--- src/rtl/sha1_pkg.sv ---
// SHA-1 engine package: transfer item types, sequencer states, constants and round functions.
// Stands alone. Used by sha1_hash_engine.
package sha1_pkg;

  localparam int NUM_WORDS = 5;

  localparam logic [6:0] LAST_ROUND = 7'd79;
  localparam logic [5:0] LAST_BYTE  = 6'd63;
  localparam logic [5:0] LEN_START  = 6'd56;
  localparam logic [2:0] LAST_INDEX = 3'd4;
  localparam logic [7:0] PAD_BYTE   = 8'h80;

  localparam logic [NUM_WORDS-1:0][31:0] INIT_VEC = {
    32'hC3D2E1F0, 32'h10325476, 32'h98BADCFE, 32'hEFCDAB89, 32'h67452301
  };

  localparam logic [3:0][31:0] ROUND_K = {
    32'hCA62C1D6, 32'h8F1BBCDC, 32'h6ED9EBA1, 32'h5A827999
  };

  typedef struct packed {
    logic [7:0] data_byte;
    logic       has_byte;
    logic       end_of_message;
  } in_item_t;

  typedef struct packed {
    logic [31:0] digest_word;
    logic [2:0]  word_index;
    logic        last_word;
  } out_item_t;

  typedef enum logic [2:0] {
    ST_IDLE,
    ST_PAD,
    ST_ROUND,
    ST_ADD,
    ST_OUT
  } state_t;

  function automatic logic [1:0] round_phase(input logic [6:0] r);
    logic [1:0] p;
    if (r < 7'd20) begin
      p = 2'd0;
    end else if (r < 7'd40) begin
      p = 2'd1;
    end else if (r < 7'd60) begin
      p = 2'd2;
    end else begin
      p = 2'd3;
    end
    return p;
  endfunction

  function automatic logic [31:0] round_f(input logic [1:0] p, input logic [31:0] b,
                                          input logic [31:0] c, input logic [31:0] d);
    logic [31:0] f;
    case (p)
      2'd0:    f = (b & c) | (~b & d);
      2'd2:    f = (b & c) | (b & d) | (c & d);
      default: f = b ^ c ^ d;
    endcase
    return f;
  endfunction

endpackage

--- src/rtl/sha1_hash_engine.sv ---
// SHA-1 hash engine: byte intake, padding sequencer and one shared compression round.
// Depends on sha1_pkg.
//
//   channel  valid      stall      payload                   transfer
//   input    in_valid   in_stall   in_data  (in_item_t)      one byte, end mark
//   output   out_valid  out_stall  out_data (out_item_t)     one digest word
//
// Byte items are taken while idle; the item that completes a 64-byte block then
// runs 80 rounds through the single round unit and the chaining add. End of message
// feeds 9 to 72 padding bytes at one a cycle, pausing during compression, runs one
// or two blocks, then offers five digest words. Input is stalled from end of message
// until the fifth word transfers. Reset is synchronous and needs no clearing pass.
module sha1_hash_engine (
  input  logic                clk,
  input  logic                rst,
  input  logic                in_valid,
  output logic                in_stall,
  input  sha1_pkg::in_item_t  in_data,
  output logic                out_valid,
  input  logic                out_stall,
  output sha1_pkg::out_item_t out_data
);

  sha1_pkg::state_t state;
  sha1_pkg::state_t state_next;

  logic [31:0]  h [sha1_pkg::NUM_WORDS];
  logic [511:0] blk;
  logic [31:0]  a;
  logic [31:0]  b;
  logic [31:0]  c;
  logic [31:0]  d;
  logic [31:0]  e;
  logic [5:0]   fill;
  logic [60:0]  byte_count;
  logic [6:0]   round_cnt;
  logic [2:0]   word_idx;
  logic         pad_active;
  logic         mark_sent;
  logic         len_phase;
  logic         pad_done;

  logic             in_xfer;
  logic             out_xfer;
  logic             put_en;
  logic [7:0]       put_byte;
  logic             block_full;
  logic             len_now;
  logic [7:0][7:0]  len_bytes;
  logic [1:0]       phase;
  logic [31:0]      f_val;
  logic [31:0]      w_mix;
  logic [31:0]      w_new;
  logic [31:0]      temp;

  assign in_xfer   = in_valid && !in_stall;
  assign out_xfer  = out_valid && !out_stall;
  assign len_now   = mark_sent && (len_phase || fill == sha1_pkg::LEN_START);
  assign len_bytes = {byte_count, 3'b000};

  always_comb begin
    put_en   = 1'b0;
    put_byte = in_data.data_byte;
    case (state)
      sha1_pkg::ST_IDLE: begin
        put_en = in_xfer && in_data.has_byte;
      end
      sha1_pkg::ST_PAD: begin
        put_en = 1'b1;
        if (!mark_sent) begin
          put_byte = sha1_pkg::PAD_BYTE;
        end else if (len_now) begin
          put_byte = len_bytes[3'd7 - fill[2:0]];
        end else begin
          put_byte = 8'h00;
        end
      end
      default: begin
        put_en = 1'b0;
      end
    endcase
  end

  assign block_full = put_en && fill == sha1_pkg::LAST_BYTE;

  assign phase = sha1_pkg::round_phase(round_cnt);
  assign f_val = sha1_pkg::round_f(phase, b, c, d);
  assign w_mix = blk[95:64] ^ blk[255:224] ^ blk[447:416] ^ blk[511:480];
  assign w_new = {w_mix[30:0], w_mix[31]};
  assign temp  = {a[26:0], a[31:27]} + f_val + e + sha1_pkg::ROUND_K[phase] + blk[511:480];

  always_comb begin
    state_next = state;
    case (state)
      sha1_pkg::ST_IDLE: begin
        if (in_xfer) begin
          if (block_full) begin
            state_next = sha1_pkg::ST_ROUND;
          end else if (in_data.end_of_message) begin
            state_next = sha1_pkg::ST_PAD;
          end
        end
      end
      sha1_pkg::ST_PAD: begin
        if (fill == sha1_pkg::LAST_BYTE) begin
          state_next = sha1_pkg::ST_ROUND;
        end
      end
      sha1_pkg::ST_ROUND: begin
        if (round_cnt == sha1_pkg::LAST_ROUND) begin
          state_next = sha1_pkg::ST_ADD;
        end
      end
      sha1_pkg::ST_ADD: begin
        if (pad_done) begin
          state_next = sha1_pkg::ST_OUT;
        end else if (pad_active) begin
          state_next = sha1_pkg::ST_PAD;
        end else begin
          state_next = sha1_pkg::ST_IDLE;
        end
      end
      sha1_pkg::ST_OUT: begin
        if (out_xfer && word_idx == sha1_pkg::LAST_INDEX) begin
          state_next = sha1_pkg::ST_IDLE;
        end
      end
      default: begin
        state_next = sha1_pkg::ST_IDLE;
      end
    endcase
  end

  always_comb begin
    in_stall             = 1'b1;
    out_valid            = 1'b0;
    out_data.digest_word = h[word_idx];
    out_data.word_index  = word_idx;
    out_data.last_word   = word_idx == sha1_pkg::LAST_INDEX;
    case (state)
      sha1_pkg::ST_IDLE: in_stall  = 1'b0;
      sha1_pkg::ST_OUT:  out_valid = 1'b1;
      default:           in_stall  = 1'b1;
    endcase
  end

  always_ff @(posedge clk) begin
    if (rst) begin
      state      <= sha1_pkg::ST_IDLE;
      fill       <= '0;
      byte_count <= '0;
      round_cnt  <= '0;
      word_idx   <= '0;
      pad_active <= 1'b0;
      mark_sent  <= 1'b0;
      len_phase  <= 1'b0;
      pad_done   <= 1'b0;
      for (int i = 0; i < sha1_pkg::NUM_WORDS; i++) begin
        h[i] <= sha1_pkg::INIT_VEC[i];
      end
    end else begin
      state <= state_next;
      if (put_en) begin
        fill <= fill + 6'd1;
      end
      if (state == sha1_pkg::ST_IDLE && in_xfer) begin
        if (in_data.has_byte) begin
          byte_count <= byte_count + 61'd1;
        end
        if (in_data.end_of_message) begin
          pad_active <= 1'b1;
        end
      end
      if (state == sha1_pkg::ST_PAD) begin
        mark_sent <= 1'b1;
        if (len_now) begin
          len_phase <= 1'b1;
          if (fill == sha1_pkg::LAST_BYTE) begin
            pad_done <= 1'b1;
          end
        end
      end
      if (state == sha1_pkg::ST_ROUND) begin
        round_cnt <= (round_cnt == sha1_pkg::LAST_ROUND) ? 7'd0 : round_cnt + 7'd1;
      end
      if (state == sha1_pkg::ST_ADD) begin
        h[0] <= h[0] + a;
        h[1] <= h[1] + b;
        h[2] <= h[2] + c;
        h[3] <= h[3] + d;
        h[4] <= h[4] + e;
      end
      if (state == sha1_pkg::ST_OUT && out_xfer) begin
        if (word_idx == sha1_pkg::LAST_INDEX) begin
          word_idx   <= '0;
          byte_count <= '0;
          pad_active <= 1'b0;
          mark_sent  <= 1'b0;
          len_phase  <= 1'b0;
          pad_done   <= 1'b0;
          for (int i = 0; i < sha1_pkg::NUM_WORDS; i++) begin
            h[i] <= sha1_pkg::INIT_VEC[i];
          end
        end else begin
          word_idx <= word_idx + 3'd1;
        end
      end
    end
  end

  always_ff @(posedge clk) begin
    if (put_en) begin
      blk <= {blk[503:0], put_byte};
    end else if (state == sha1_pkg::ST_ROUND) begin
      blk <= {blk[479:0], w_new};
    end
    if (block_full) begin
      a <= h[0];
      b <= h[1];
      c <= h[2];
      d <= h[3];
      e <= h[4];
    end else if (state == sha1_pkg::ST_ROUND) begin
      a <= temp;
      b <= a;
      c <= {b[1:0], b[31:2]};
      d <= c;
      e <= d;
    end
  end

`ifndef NO_ASSERTIONS
  a_out_holds_input: assert property (@(posedge clk) disable iff (rst)
    out_valid |-> in_stall)
    else $error("input open while digest words are pending");

  a_round_empty_block: assert property (@(posedge clk) disable iff (rst)
    state == sha1_pkg::ST_ROUND |-> fill == 6'd0)
    else $error("byte fill not cleared during compression");

  a_full_block_compress: assert property (@(posedge clk) disable iff (rst)
    (in_valid && !in_stall && in_data.has_byte && fill == sha1_pkg::LAST_BYTE)
      |=> state == sha1_pkg::ST_ROUND)
    else $error("full block did not start compression");

  a_restart_after_digest: assert property (@(posedge clk) disable iff (rst)
    (out_valid && !out_stall && out_data.last_word)
      |=> (state == sha1_pkg::ST_IDLE && byte_count == 61'd0 &&
           h[0] == sha1_pkg::INIT_VEC[0] && !pad_active))
    else $error("state not restored after final digest word");
`endif

endmodule

--- config.mk ---
export PLATFORM = sky130hd
export DESIGN_NAME = sha1_hash_engine
export DESIGN_NICKNAME = d
export VERILOG_FILES = /design/src/rtl/sha1_pkg.sv /design/src/rtl/sha1_hash_engine.sv
export SDC_FILE = /design/constraint.sdc
export NUM_CORES = 2
export LEC_CHECK = 0
export BUFFER_PORTS_ARGS = -buffer_cell sky130_fd_sc_hd__buf_2
export CAP_MARGIN = 5
export CORE_ASPECT_RATIO = 0.6
export CORE_UTILIZATION = 58
export CTS_CLUSTER_DIAMETER = 80
export DETAILED_ROUTE_END_ITERATION = 8
export GPL_ROUTABILITY_DRIVEN = 1
export PLACE_DENSITY_LB_ADDON = 0.25
export RECOVER_POWER = 25
export SLEW_MARGIN = 20
export SYNTH_ARGS = -nofsm -noshare
export SYNTH_HDL_FRONTEND = slang
export SYNTH_SLANG_ARGS = --single-unit
--- constraint.sdc ---
create_clock -name clk -period 16 [get_ports clk]
set_input_delay 2.4 -clock clk [delete_from_list [all_inputs] [get_ports clk]]
set_output_delay 2.4 -clock clk [all_outputs]
set_load 0.03 [all_outputs]
==> impl_metrics.ini <==
[pwr]
clkPwrFrac_pct = 18.5
seq_power_share_pct = 39.6
max-vdd-ir-drop_mv = 0.1584
internal-power_w = 0.007028
p_per_area_nw_per_um2 = 204.1
p_comb_share_pct = 41.9
p_leak_nw = 22.94
switching_share_pct = 39.50
p_sw_w = 0.004588

[sta]
rsz0062_at_grt = no
period_needed_ns = 9.207
finalWorstSetupSlack_ns = 6.793
drv_slew = 788
tns_ns = 0
max_freq_mhz = 108.6
tightest_slew_ns = 4.710
setup_violations = 0
clock_skew_ns = 0.02402
slew_headroom_pct = -214.0
finalHoldViolations = 0
fin_crit_sh_pct = 57.54

[cts]
cts_buffer_depth = 3
insertion_delay_ns = 0.70
cts_resized = 0
cts_hold_buf = 0
postCtsSetupRepairBufs = 0
cts_buffers = 88
tritoncts = yes
h-tree-depth = 3
cts.sinks = 919
root_buffer = clkbuf_16
clkTransAtPathRegs_ns = 0.07

[die]
die-area_um2 = 92230
fp-row-count = 85
die_w_um = 391.4
io_pins = 52
die_height_um = 235.6
coreArea_um2 = 89870
initial_core_util_pct = 58.72

[detailed_routing]
drt_pass1_iterations = 9
dr_total_vias = 39050
viasPerCell = 5.896
wl_per_cell_um = 21.37
post-route-drc-count = 0
wirelength_mm = 141.5
drt_iter0_markers = 5560
ant_nets = 0

[global_routing]
grt_max_degree = 250
overflow = 0
grt_first_pass_wirelength_mm = 216.4
grt_use_total_pct = 30.79
grt_pass1_vias = 35780
antenna_found_initial = 1

[placed_design]
io_buffers = 51
hpwl_mm = 100.2
post-place-ws_ns = 8.339
place.gp.congestion = 0.9927

[yosys]
ys_async_sr_fraction_pct = 0
syn_avg_cell_area_um2 = 9.821
ys_ff_latch = 919
yosysUniqueCellTypes = 83
syn-num-nets = 5716
synth_edf_count = 832
yosys_warnings = 0
synth-seq-area-share_pct = 50.65
yosys_most_used_dff = edfxtp_1
syn-cell-area_um2 = 52770
postSynthCellCount = 5373

[critical_path]
arrival_ns = 9.38
crit_path_start_kind = input port
required_ns = 16.18
critPathMaxFanout = 90
end_kind = flop
crit_type = in2reg

[finish]
area_growth_syn_to_layout_pct = 7.848
diodes = 0
nets = 5677
drive_gt1_share_pct = 6.198

[status]
status = complete, but fails checks
failed_checks = max-capacitance violations, max-slew violations

[worst_hold_path]
hold_path.class = reg2reg

[job]
maxCapViolations = 12
-- layer usage --
layer / vias up / track usage, % / share of wire [%]
li1: 18250 / - / -
met1: 18600 / 50.45 / 46
met2: 2062 / 37.50 / 37
met3: 135 / 12.15 / 15
met4: 0 / 5.431 / 1.4
met5: - / 0 / 0
-- area by class of cell --
type	instances	area [µm²]
fillers	7221	32960
flip-flops and latches	919	26730
multi-input cells	3963	24210
clock buffers	122	2431
well taps	1218	1524
inverters	269	1010
repair buffers	93	558.0
clock inverters	39	445.4
-- power groups by stage --
stage | clock network [W] | registers [W] | logic, W
floorplan | 0 | 0.00465 | 0.00365
global placement | 0 | 0.00459 | 0.00468
detailed placement | 0 | 0.00460 | 0.00475
CTS | 0.00217 | 0.00456 | 0.00479
global route | 0.00226 | 0.00470 | 0.00548
finish | 0.00215 | 0.00460 | 0.00486
-- worst max-delay path, cell delays in order --
cell and delay [ns]:
clkbuf_1 0.10, and2_0 0.24, o21ai_0 0.41, nand2_1 2.63, clkbuf_1 3.43
-- cell usage after synthesis (all sizes together), types with 12 or more instances --
library cell | count | area [µm²]
nand2 | 1890 | 7097
edfxtp | 832 | 24980
inv | 268 | 1006
o21ai | 266 | 1331
nor2 | 239 | 902.1
ha | 204 | 2552
a21oi | 199 | 996.0
xnor2 | 195 | 1708
clkbuf | 194 | 729.4
fa | 125 | 2502
xor2 | 122 | 1069
dfxtp | 87 | 1742
a21o | 84 | 633.1
nand3 | 63 | 320.3
mux4 | 45 | 1013
nor3 | 41 | 215.2
mux2i | 37 | 370.4
mux2 | 34 | 382.9
nand2b | 30 | 187.7
nor2b | 29 | 181.4
and3 | 28 | 176.4
buf | 28 | 128.9
o22ai | 28 | 175.2
a31oi | 27 | 168.9
and2 | 27 | 172.7
o21a | 26 | 195.2
a211oi | 21 | 157.7
nand4 | 21 | 131.4
or3 | 19 | 118.9
o21bai | 15 | 112.6
o211ai | 12 | 95.09
-- metrics by stage --
step / utilization, % / cells / total power, W / instance area [µm²] / hold WS (ns)
2_1_floorplan: - / 5373 / 0.008302 / 52770 / 0.4263
3_3_place_gp: 60.19 / 6461 / 0.009269 / 54090 / 0.4516
3_5_place_dp: 60.19 / 6461 / 0.009350 / 54090 / 0.4757
4_1_cts: 63.39 / 6622 / 0.01153 / 56970 / 0.4860
5_1_grt: 63.33 / 6623 / 0.01243 / 56910 / 0.4986
6_report: 63.33 / 6623 / 0.01162 / 56910 / 0.4888
-- sequential cells by signal, indices dropped and copies added (netlist names), 3 cells and up, named ones only --
| name | flops |
|---|---|
| fill | 6 |
| b | 32 |
| h | 160 |
| e | 32 |
| c | 32 |
| a | 32 |
| blk | 512 |
| state | 3 |
| byte_count | 61 |
| d | 32 |
| word_idx | 3 |
| round_cnt | 7 |
-- worst paths after layout --
kind | slack [ns] | start | to | depth (start not counted)
setup / recovery | 6.79 | in_valid | blk[111] | 5
hold / removal | 0.49 | pad_active | pad_active | 2
setup reg to reg | 8.14 | state[0] | blk[111] | 3
hold reg to reg | 0.49 | pad_active | pad_active | 2
-- cells by family (layout without fill, tap and decap cells) --
family,after synthesis,count (layout),synth area share [%]
AOI/OAI and AO/OA,764,764,8.854
xor gates and xnor gates,317,317,5.261
adders and majority gates,329,329,9.579
buffers and inverters,491,523,3.540
DFF,919,919,50.65
muxes,116,116,3.348
and+or+nand+nor,2437,2437,18.77
-- cells in the final DEF, fill, tap and decap left out, types with 45 or more instances in the layout --
cell type / instances
nand2_1: 1888
buf_2: 48
edfxtp_1: 832
a21o_1: 81
nor2_1: 235
ha_1: 204
xor2_1: 122
mux4_2: 45
o21ai_0: 264
clkbuf_16: 89
xnor2_1: 195
fa_1: 125
a21oi_1: 199
nand3_1: 62
dfxtp_1: 84
inv_1: 268
(Power assumes the default switching activity.)
